## config.mk

```make
export PLATFORM = sky130hd
export DESIGN_NAME = lifo_stack_search_delete
export DESIGN_NICKNAME = d
export VERILOG_FILES = /design/src/lssd_pkg.sv /design/src/lssd_ctrl.sv /design/src/lssd_dpath.sv /design/src/lifo_stack_search_delete.sv
export VERILOG_INCLUDE_DIRS = /design/src /design/src/src
export SDC_FILE = /design/constraint.sdc
export NUM_CORES = 1
export LEC_CHECK = 0
export BUFFER_PORTS_ARGS = -buffer_cell sky130_fd_sc_hd__buf_2
export CORE_UTILIZATION = 35
export CTS_CLUSTER_SIZE = 30
export DETAILED_ROUTE_END_ITERATION = 16
export REMOVE_ABC_BUFFERS = 1
export SLEW_MARGIN = 20
export SYNTH_ARGS = -nofsm -noshare
export SYNTH_HDL_FRONTEND = slang
export SYNTH_HIERARCHICAL = 1
export SYNTH_SLANG_ARGS = --single-unit
```

## constraint.sdc

```tcl
create_clock -name clk -period 5.95 [get_ports clk]
set_input_delay 0.595 -clock clk [delete_from_list [all_inputs] [get_ports clk]]
set_output_delay 0.595 -clock clk [all_outputs]
set_load 0.05 [all_outputs]
```

## src/assert_macros.svh

```systemverilog
// Assertion macros shared by the stack controller and datapath.
// Expects a clock named clk and an active-low reset named rst_n in scope.
`ifndef ASSERT_MACROS_SVH
`define ASSERT_MACROS_SVH

// Property must hold at every clock edge outside reset.
`define LSSD_ASSERT(lbl, prop) \
  lbl: assert property (@(posedge clk) disable iff (!rst_n) prop) \
    else $error("lssd assertion failed");

// Condition must never be true at a clock edge outside reset.
`define LSSD_NEVER(lbl, cond) \
  lbl: assert property (@(posedge clk) disable iff (!rst_n) !(cond)) \
    else $error("lssd forbidden condition seen");

`endif

```

## src/lssd_pkg.sv

```systemverilog
// Shared types and constants for the LIFO stack with search and delete.
// No dependencies; used by lssd_ctrl, lssd_dpath and the top level.
`timescale 1ns / 1ps

package lssd_pkg;

  localparam int unsigned DEPTH_DEF = 16;

  typedef enum logic [1:0] {
    OP_PUSH   = 2'd0,
    OP_DELETE = 2'd1,
    OP_SEARCH = 2'd2,
    OP_DUMP   = 2'd3
  } lssd_op_t;

  typedef enum logic [1:0] {
    ST_OK        = 2'd0,
    ST_NOT_FOUND = 2'd1,
    ST_EMPTY     = 2'd2,
    ST_FULL      = 2'd3
  } lssd_status_t;

  typedef struct packed {
    logic [1:0]         cmd;
    logic signed [31:0] id_value;
  } in_item_t;

  typedef struct packed {
    logic [1:0]         status;
    logic signed [31:0] entry_value;
    logic               last;
  } out_item_t;

  // Controller to datapath.
  typedef struct packed {
    logic         start_down;  // walk from top entry toward bottom
    logic         start_up;    // walk from just above the hit toward top
    logic         abort;       // stop the walk
    logic         push;        // write item at fill, bump fill
    logic         dec_fill;    // drop one entry
    logic         emit;        // present a result next cycle
    lssd_status_t status;
    logic         use_entry;   // result carries the read entry
    logic         last;
  } lssd_cmd_t;

  // Datapath to controller.
  typedef struct packed {
    logic full;
    logic empty;
    logic rd_vld;   // read data valid this cycle
    logic rd_last;  // read data is the final one of the walk
    logic hit;      // read data equals the held identifier
    logic hit_top;  // hit is the topmost entry
  } lssd_stat_t;

endpackage

```

## src/lssd_ctrl.sv

```systemverilog
// Controller state machine for the LIFO stack with search and delete.
// Depends on lssd_pkg and assert_macros.svh.
`timescale 1ns / 1ps
`include "assert_macros.svh"

module lssd_ctrl
  import lssd_pkg::*;
(
  input  logic       clk,
  input  logic       rst_n,
  input  logic       start,
  input  lssd_op_t   in_op,
  input  lssd_stat_t stat,
  output lssd_cmd_t  cmd,
  output logic       busy
);

  typedef enum logic [1:0] {
    S_IDLE,
    S_SCAN,
    S_SHIFT,
    S_DUMP
  } state_t;

  state_t   state_r, state_nxt;
  lssd_op_t op_r, op_nxt;

  always_comb begin
    state_nxt = state_r;
    op_nxt    = op_r;
    cmd       = '0;
    cmd.status = ST_OK;
    unique case (state_r)
      S_IDLE: begin
        if (start) begin
          op_nxt = in_op;
          priority if (in_op == OP_PUSH) begin
            cmd.emit   = 1'b1;
            cmd.last   = 1'b1;
            cmd.push   = !stat.full;
            cmd.status = stat.full ? ST_FULL : ST_OK;
          end else if (stat.empty) begin
            cmd.emit   = 1'b1;
            cmd.last   = 1'b1;
            cmd.status = ST_EMPTY;
          end else begin
            cmd.start_down = 1'b1;
            state_nxt = (in_op == OP_DUMP) ? S_DUMP : S_SCAN;
          end
        end
      end
      S_SCAN: begin
        priority if (stat.hit) begin
          cmd.abort = 1'b1;
          priority if (op_r == OP_SEARCH) begin
            cmd.emit  = 1'b1;
            cmd.last  = 1'b1;
            state_nxt = S_IDLE;
          end else if (stat.hit_top) begin
            cmd.dec_fill = 1'b1;
            cmd.emit     = 1'b1;
            cmd.last     = 1'b1;
            state_nxt    = S_IDLE;
          end else begin
            cmd.start_up = 1'b1;
            state_nxt    = S_SHIFT;
          end
        end else if (stat.rd_vld && stat.rd_last) begin
          cmd.emit   = 1'b1;
          cmd.last   = 1'b1;
          cmd.status = ST_NOT_FOUND;
          state_nxt  = S_IDLE;
        end else begin
          state_nxt = S_SCAN;
        end
      end
      S_SHIFT: begin
        if (stat.rd_vld && stat.rd_last) begin
          cmd.dec_fill = 1'b1;
          cmd.emit     = 1'b1;
          cmd.last     = 1'b1;
          state_nxt    = S_IDLE;
        end
      end
      S_DUMP: begin
        if (stat.rd_vld) begin
          cmd.emit      = 1'b1;
          cmd.use_entry = 1'b1;
          cmd.last      = stat.rd_last;
          if (stat.rd_last) begin
            state_nxt = S_IDLE;
          end
        end
      end
      default: begin
        state_nxt = S_IDLE;
      end
    endcase
  end

  always_ff @(posedge clk) begin
    if (!rst_n) begin
      state_r <= S_IDLE;
      op_r    <= OP_PUSH;
    end else begin
      state_r <= state_nxt;
      op_r    <= op_nxt;
    end
  end

  assign busy = (state_r != S_IDLE);

  // Leaving a walk always hands out the final result of the item.
  `LSSD_ASSERT(a_busy_ends_with_last, $fell(busy) |-> $past(cmd.emit && cmd.last))
  // A walk never starts over an empty store.
  `LSSD_NEVER(a_no_walk_when_empty, cmd.start_down && stat.empty)

endmodule

```

## src/lssd_dpath.sv

```systemverilog
// Datapath for the LIFO stack: entry memory, fill count, walk pointer,
// compare and result register. Depends on lssd_pkg and assert_macros.svh.
`timescale 1ns / 1ps
`include "assert_macros.svh"

module lssd_dpath
  import lssd_pkg::*;
#(
  parameter int unsigned DEPTH = DEPTH_DEF
) (
  input  logic       clk,
  input  logic       rst_n,
  input  in_item_t   in_item,
  input  lssd_cmd_t  cmd,
  output lssd_stat_t stat,
  output logic       out_valid,
  output out_item_t  out_item
);

  localparam int unsigned AW = (DEPTH > 1) ? $clog2(DEPTH) : 1;
  localparam int unsigned CW = $clog2(DEPTH + 1);

  logic [31:0]   mem [DEPTH];

  logic [CW-1:0] fill_r, fill_nxt;
  logic [AW-1:0] ptr_r, ptr_nxt;
  logic          active_r, active_nxt;
  logic          dir_up_r, dir_up_nxt;
  logic          rd_vld_r;
  logic          rd_last_r;
  logic [AW-1:0] rd_addr_r;
  logic [31:0]   rd_data_r;
  logic [31:0]   id_r;
  logic          out_valid_r;
  out_item_t     out_item_r;

  logic [AW-1:0] top_addr;
  logic          issue;
  logic          issue_last;

  assign top_addr   = AW'(fill_r - CW'(1));
  assign issue      = active_r && !cmd.start_down && !cmd.start_up && !cmd.abort;
  assign issue_last = dir_up_r ? (ptr_r == top_addr) : (ptr_r == '0);

  always_comb begin
    ptr_nxt    = ptr_r;
    active_nxt = active_r;
    dir_up_nxt = dir_up_r;
    fill_nxt   = fill_r;
    priority if (cmd.start_down) begin
      ptr_nxt    = top_addr;
      active_nxt = 1'b1;
      dir_up_nxt = 1'b0;
    end else if (cmd.start_up) begin
      ptr_nxt    = rd_addr_r + AW'(1);
      active_nxt = 1'b1;
      dir_up_nxt = 1'b1;
    end else if (cmd.abort) begin
      active_nxt = 1'b0;
    end else if (issue) begin
      ptr_nxt    = dir_up_r ? ptr_r + AW'(1) : ptr_r - AW'(1);
      active_nxt = !issue_last;
    end else begin
      active_nxt = active_r;
    end
    priority if (cmd.push) begin
      fill_nxt = fill_r + CW'(1);
    end else if (cmd.dec_fill) begin
      fill_nxt = fill_r - CW'(1);
    end else begin
      fill_nxt = fill_r;
    end
  end

  always_ff @(posedge clk) begin
    if (!rst_n) begin
      fill_r      <= '0;
      active_r    <= 1'b0;
      dir_up_r    <= 1'b0;
      rd_vld_r    <= 1'b0;
      out_valid_r <= 1'b0;
    end else begin
      fill_r      <= fill_nxt;
      active_r    <= active_nxt;
      dir_up_r    <= dir_up_nxt;
      rd_vld_r    <= issue;
      out_valid_r <= cmd.emit;
    end
  end

  // Payload and pointer registers, no reset.
  always_ff @(posedge clk) begin
    ptr_r <= ptr_nxt;
    if (cmd.start_down) begin
      id_r <= in_item.id_value;
    end
    if (issue) begin
      rd_addr_r <= ptr_r;
      rd_last_r <= issue_last;
    end
    out_item_r.status      <= cmd.status;
    out_item_r.entry_value <= cmd.use_entry ? rd_data_r : '0;
    out_item_r.last        <= cmd.last;
  end

  // Entry memory: one write port, one registered read port.
  always_ff @(posedge clk) begin
    if (cmd.push) begin
      mem[fill_r[AW-1:0]] <= in_item.id_value;
    end else if (rd_vld_r && dir_up_r) begin
      mem[rd_addr_r - AW'(1)] <= rd_data_r;
    end
    if (issue) begin
      rd_data_r <= mem[ptr_r];
    end
  end

  assign stat.full    = (fill_r == CW'(DEPTH));
  assign stat.empty   = (fill_r == '0);
  assign stat.rd_vld  = rd_vld_r;
  assign stat.rd_last = rd_last_r;
  assign stat.hit     = rd_vld_r && (rd_data_r == id_r);
  assign stat.hit_top = ((CW'(rd_addr_r) + CW'(1)) == fill_r);

  assign out_valid = out_valid_r;
  assign out_item  = out_item_r;

  `LSSD_NEVER(a_fill_in_range, fill_r > CW'(DEPTH))
  `LSSD_NEVER(a_push_only_below_full, cmd.push && stat.full)
  `LSSD_NEVER(a_read_below_fill, issue && (CW'(ptr_r) >= fill_r))

endmodule

```

## src/lifo_stack_search_delete.sv

```systemverilog
// Top level of the bounded LIFO stack with search and delete by value.
// Depends on lssd_pkg, lssd_ctrl and lssd_dpath.
//
//   channel  ports                      handshake
//   -------  -------------------------  -------------------------------------
//   input    in_item (cmd, id_value)    taken when start is high, busy is low
//   result   out_item (status,          out_valid strobe with each result,
//            entry_value, last)         cannot be held off
//
// Push, and any command on an empty store, starts no walk; the result shows
// the cycle after and busy stays low, so the next item may follow at once.
// Search walks the entries top down through the single read port of the entry
// memory, one per cycle. Delete adds a shift of the entries above the hit, one
// per cycle; the longest delete is one whose only match is the bottom entry.
// Dump gives one result per cycle, each behind the registered memory read.
// Reset (rst_n low, synchronous) empties the store; entries are not cleared.
`timescale 1ns / 1ps

module lifo_stack_search_delete
  import lssd_pkg::*;
#(
  parameter int unsigned DEPTH = DEPTH_DEF
) (
  input  logic      clk,
  input  logic      rst_n,
  input  logic      start,
  output logic      busy,
  input  in_item_t  in_item,
  output logic      out_valid,
  output out_item_t out_item
);

  lssd_cmd_t  cmd;
  lssd_stat_t stat;

  // Sequence each item: pick the walk, watch compares, drive results.
  lssd_ctrl u_ctrl (
    .clk   (clk),
    .rst_n (rst_n),
    .start (start),
    .in_op (lssd_op_t'(in_item.cmd)),
    .stat  (stat),
    .cmd   (cmd),
    .busy  (busy)
  );

  // Hold entries and fill count, walk the memory, register each result.
  lssd_dpath #(
    .DEPTH (DEPTH)
  ) u_dpath (
    .clk       (clk),
    .rst_n     (rst_n),
    .in_item   (in_item),
    .cmd       (cmd),
    .stat      (stat),
    .out_valid (out_valid),
    .out_item  (out_item)
  );

endmodule

```

==> results.txt <==
Util after Layout = 0.411
CP Launch Type = register
CP required = 6.21 ns
Clk sink count = 633
RSZ-0062 raised after global routing = false
Number of DRC markers in iteration 0 = 1037
Die width = 267 um
GR Overflow Total = 0
Port bufs = 73
Die ar. = 71200 um2
Max frequency = 217 MHz
Final min period = 4.62 ns
Vias per cell = 5.09
Initial antenna violation count = 1
Mapped Area = 24500 um2
Most instantiated cells after synthesis = edfxtp_1 (585), mux4_2 (160), nand2_1 (112), dfxtp_1 (48), and2_1 (40)
Pre-CTS setup slack = 1.33 ns
Cell with the most instances after synthesis = edfxtp_1
Max-slew violation count = 0
Worst-margin pin slew = 1.05 ns
Worst Hold Slack = 0.187 ns
N_diodes = 0
Effective utilization at floorplan = 0.356
Final setup fails = 0
Routed Antenna Nets = 0
Drt drc = 0
LEAKAGE = 9.20 nW
Synth top area share = 0.716
Power Dens Cells = 339 nW/um2
Area of the core = 68900 um2
Distinct cells, synth = 50
Yosys warns = 6
Syn_area_per_cell = 20.3 um2
Max-cap violations = 0
Final hold violations = 0
CTS tree = built
Number of synthesized register bits = 633
Ys async rst share = 0
Kind of critical path = reg2reg
DP HPWL = 31600 um
Row count = 96
Clock tree buffer depth = 3
Area contributors post-synth = edfxtp_1 (72%), mux4_2 (15%), dfxtp_1 (3.9%)
Final Instance Area = 28300 um2
EDFF count, synth = 585
WL per Instance = 23.7 um
Number of global-route vias before repair = 12192
Most frequently used flop master after synthesis = edfxtp_1
TritonCTS Buffers = 69
Crit share post-route = 0.776
Largest net degree at the start of global routing = 134
Max_slew headroom = 0.297
Area growth syn-to-layout = 15.5%
Routability cong. = 0.765
CTS Hold Bufs = 0
Crit path capture type = register
Final nets = 1372
Share of layout cells above drive strength 1 = 0.272
Yosys top cell by area = edfxtp_1
CP Data Arrival Time = 4.87 ns
CP Max Fanout = 18
H-Tree Depth = 3
Post-route worst setup slack = 1.33 ns
CTS Root Cell = clkbuf_16
Power, Total = 0.00961 W
Setup bufs post-CTS = 0
Die height = 267 um
Clk Latency, worst-skew pair = 0.61 ns
Register area share after synthesis = 0.755
Drt pass-1 iters = 5
Peak supply drop = 0.197 mV
Status = completed
Resized Gates After CTS = 0
I/O pins = 74
DR vias = 11748
Area after DPL = 26100 um2
Cell count after synthesis = 1209
All-Layer GR Usage = 0.158
Worst-path clk slew = 0.06 ns
Worst hold path class = in2reg
First-pass GRT wire length = 81600 um
WL final = 54800 um
Setup Skew = 0.0272 ns
## power by group
part	switching (W)	internal (W)	leakage, nW
sequential	0.0000299	0.00493	5.65
combinational	0.000381	0.000244	2.51
clock	0.00168	0.00234	1.04
## cell usage in the layout (no fill, tap or decap), drive strengths merged, types with 9 or more instances in the layout
master    n
buf     101
clkbuf   98
clkinv   22
inv      17
nor3     10
edfxtp  585
dfxtp    48
nand3    10
nand2   112
mux4    160
ha       12
xor2     36
nor4      9
and2     40
nor2     28
a21oi    12
xnor2    14
## cell families (layout without fill, tap and decap cells)
logic type      count (synthesis)  after routing  share of synthesized area
flops                         633            633                      0.755
simple gates                  232            232                     0.0447
mux                           161            161                      0.147
buf+inv                        74            242                     0.0149
xor+xnor                       51             51                     0.0188
compound gates                 45             45                     0.0123
fa+ha+maj                      13             13                    0.00694
## sequential cells by signal (all words and copies together), names as in the netlist
| signal | count |
|---|---|
| u_ctrl/op_r | 2 |
| u_ctrl/state_r | 2 |
| u_dpath/active_r | 1 |
| u_dpath/dir_up_r | 1 |
| u_dpath/fill_r | 5 |
| u_dpath/id_r | 32 |
| u_dpath/mem | 512 |
| u_dpath/out_item | 35 |
| u_dpath/out_valid | 1 |
| u_dpath/ptr_r | 4 |
| u_dpath/rd_addr_r | 4 |
| u_dpath/rd_data_r | 32 |
| u_dpath/rd_last_r | 1 |
| u_dpath/rd_vld_r | 1 |
## worst max-delay path: stages, from the launching register on
cell      delay, ns
dfxtp_1        0.55
inv_1          0.16
ha_1           0.25
and3_1         0.23
nor4_2         0.29
buf_4          0.24
nand3b_1       0.76
a32oi_1        0.55
nor2_4         0.76
buf_4          0.46
## metrics by stage
step	instances	TNS, ns
6_report	2308	0
5_1_grt	2308	0
4_1_cts	2306	0
3_5_place_dp	2180	0
3_3_place_gp	2178	0
2_1_floorplan	1150	-40.59
## area by class of cell
class | instances | area, um2
Tap cell | 931 | 1160
Timing Repair Buffer | 101 | 666
Sequential cell | 633 | 18500
Clock inverter | 28 | 213
Clock buffer | 98 | 1920
Fill cell | 6115 | 40600
Multi-Input combinational cell | 502 | 5780
Inverter | 15 | 56.3
## per-layer routing
| layer | part of all wire | up-vias | GRT usage |
|---|---|---|---|
| met4 | 0.016 | 0 | 0.0461 |
| met2 | 0.48 | 339 | 0.248 |
| met5 | 0 | - | 0 |
| li1 | - | 5086 | - |
| met1 | 0.44 | 6267 | 0.222 |
| met3 | 0.063 | 56 | 0.0350 |
## worst paths after layout
path / startpoint / end / slack (ns) / cells after the start
setup / recovery: u_dpath/fill_r[0]$_SDFFE_PN0P_ / u_dpath/mem[6][10]$_DFFE_PP_ / 1.33 / 9
hold / removal: in_item[3] / u_dpath/id_r[3]$_DFFE_PP_ / 0.19 / 1
setup reg to reg: u_dpath/fill_r[0]$_SDFFE_PN0P_ / u_dpath/mem[6][10]$_DFFE_PP_ / 1.33 / 9
hold reg to reg: u_ctrl/op_r[1]$_SDFFE_PN0P_ / u_ctrl/op_r[1]$_SDFFE_PN0P_ / 0.47 / 2
No activity file was read; power rests on OpenSTA's default activity.
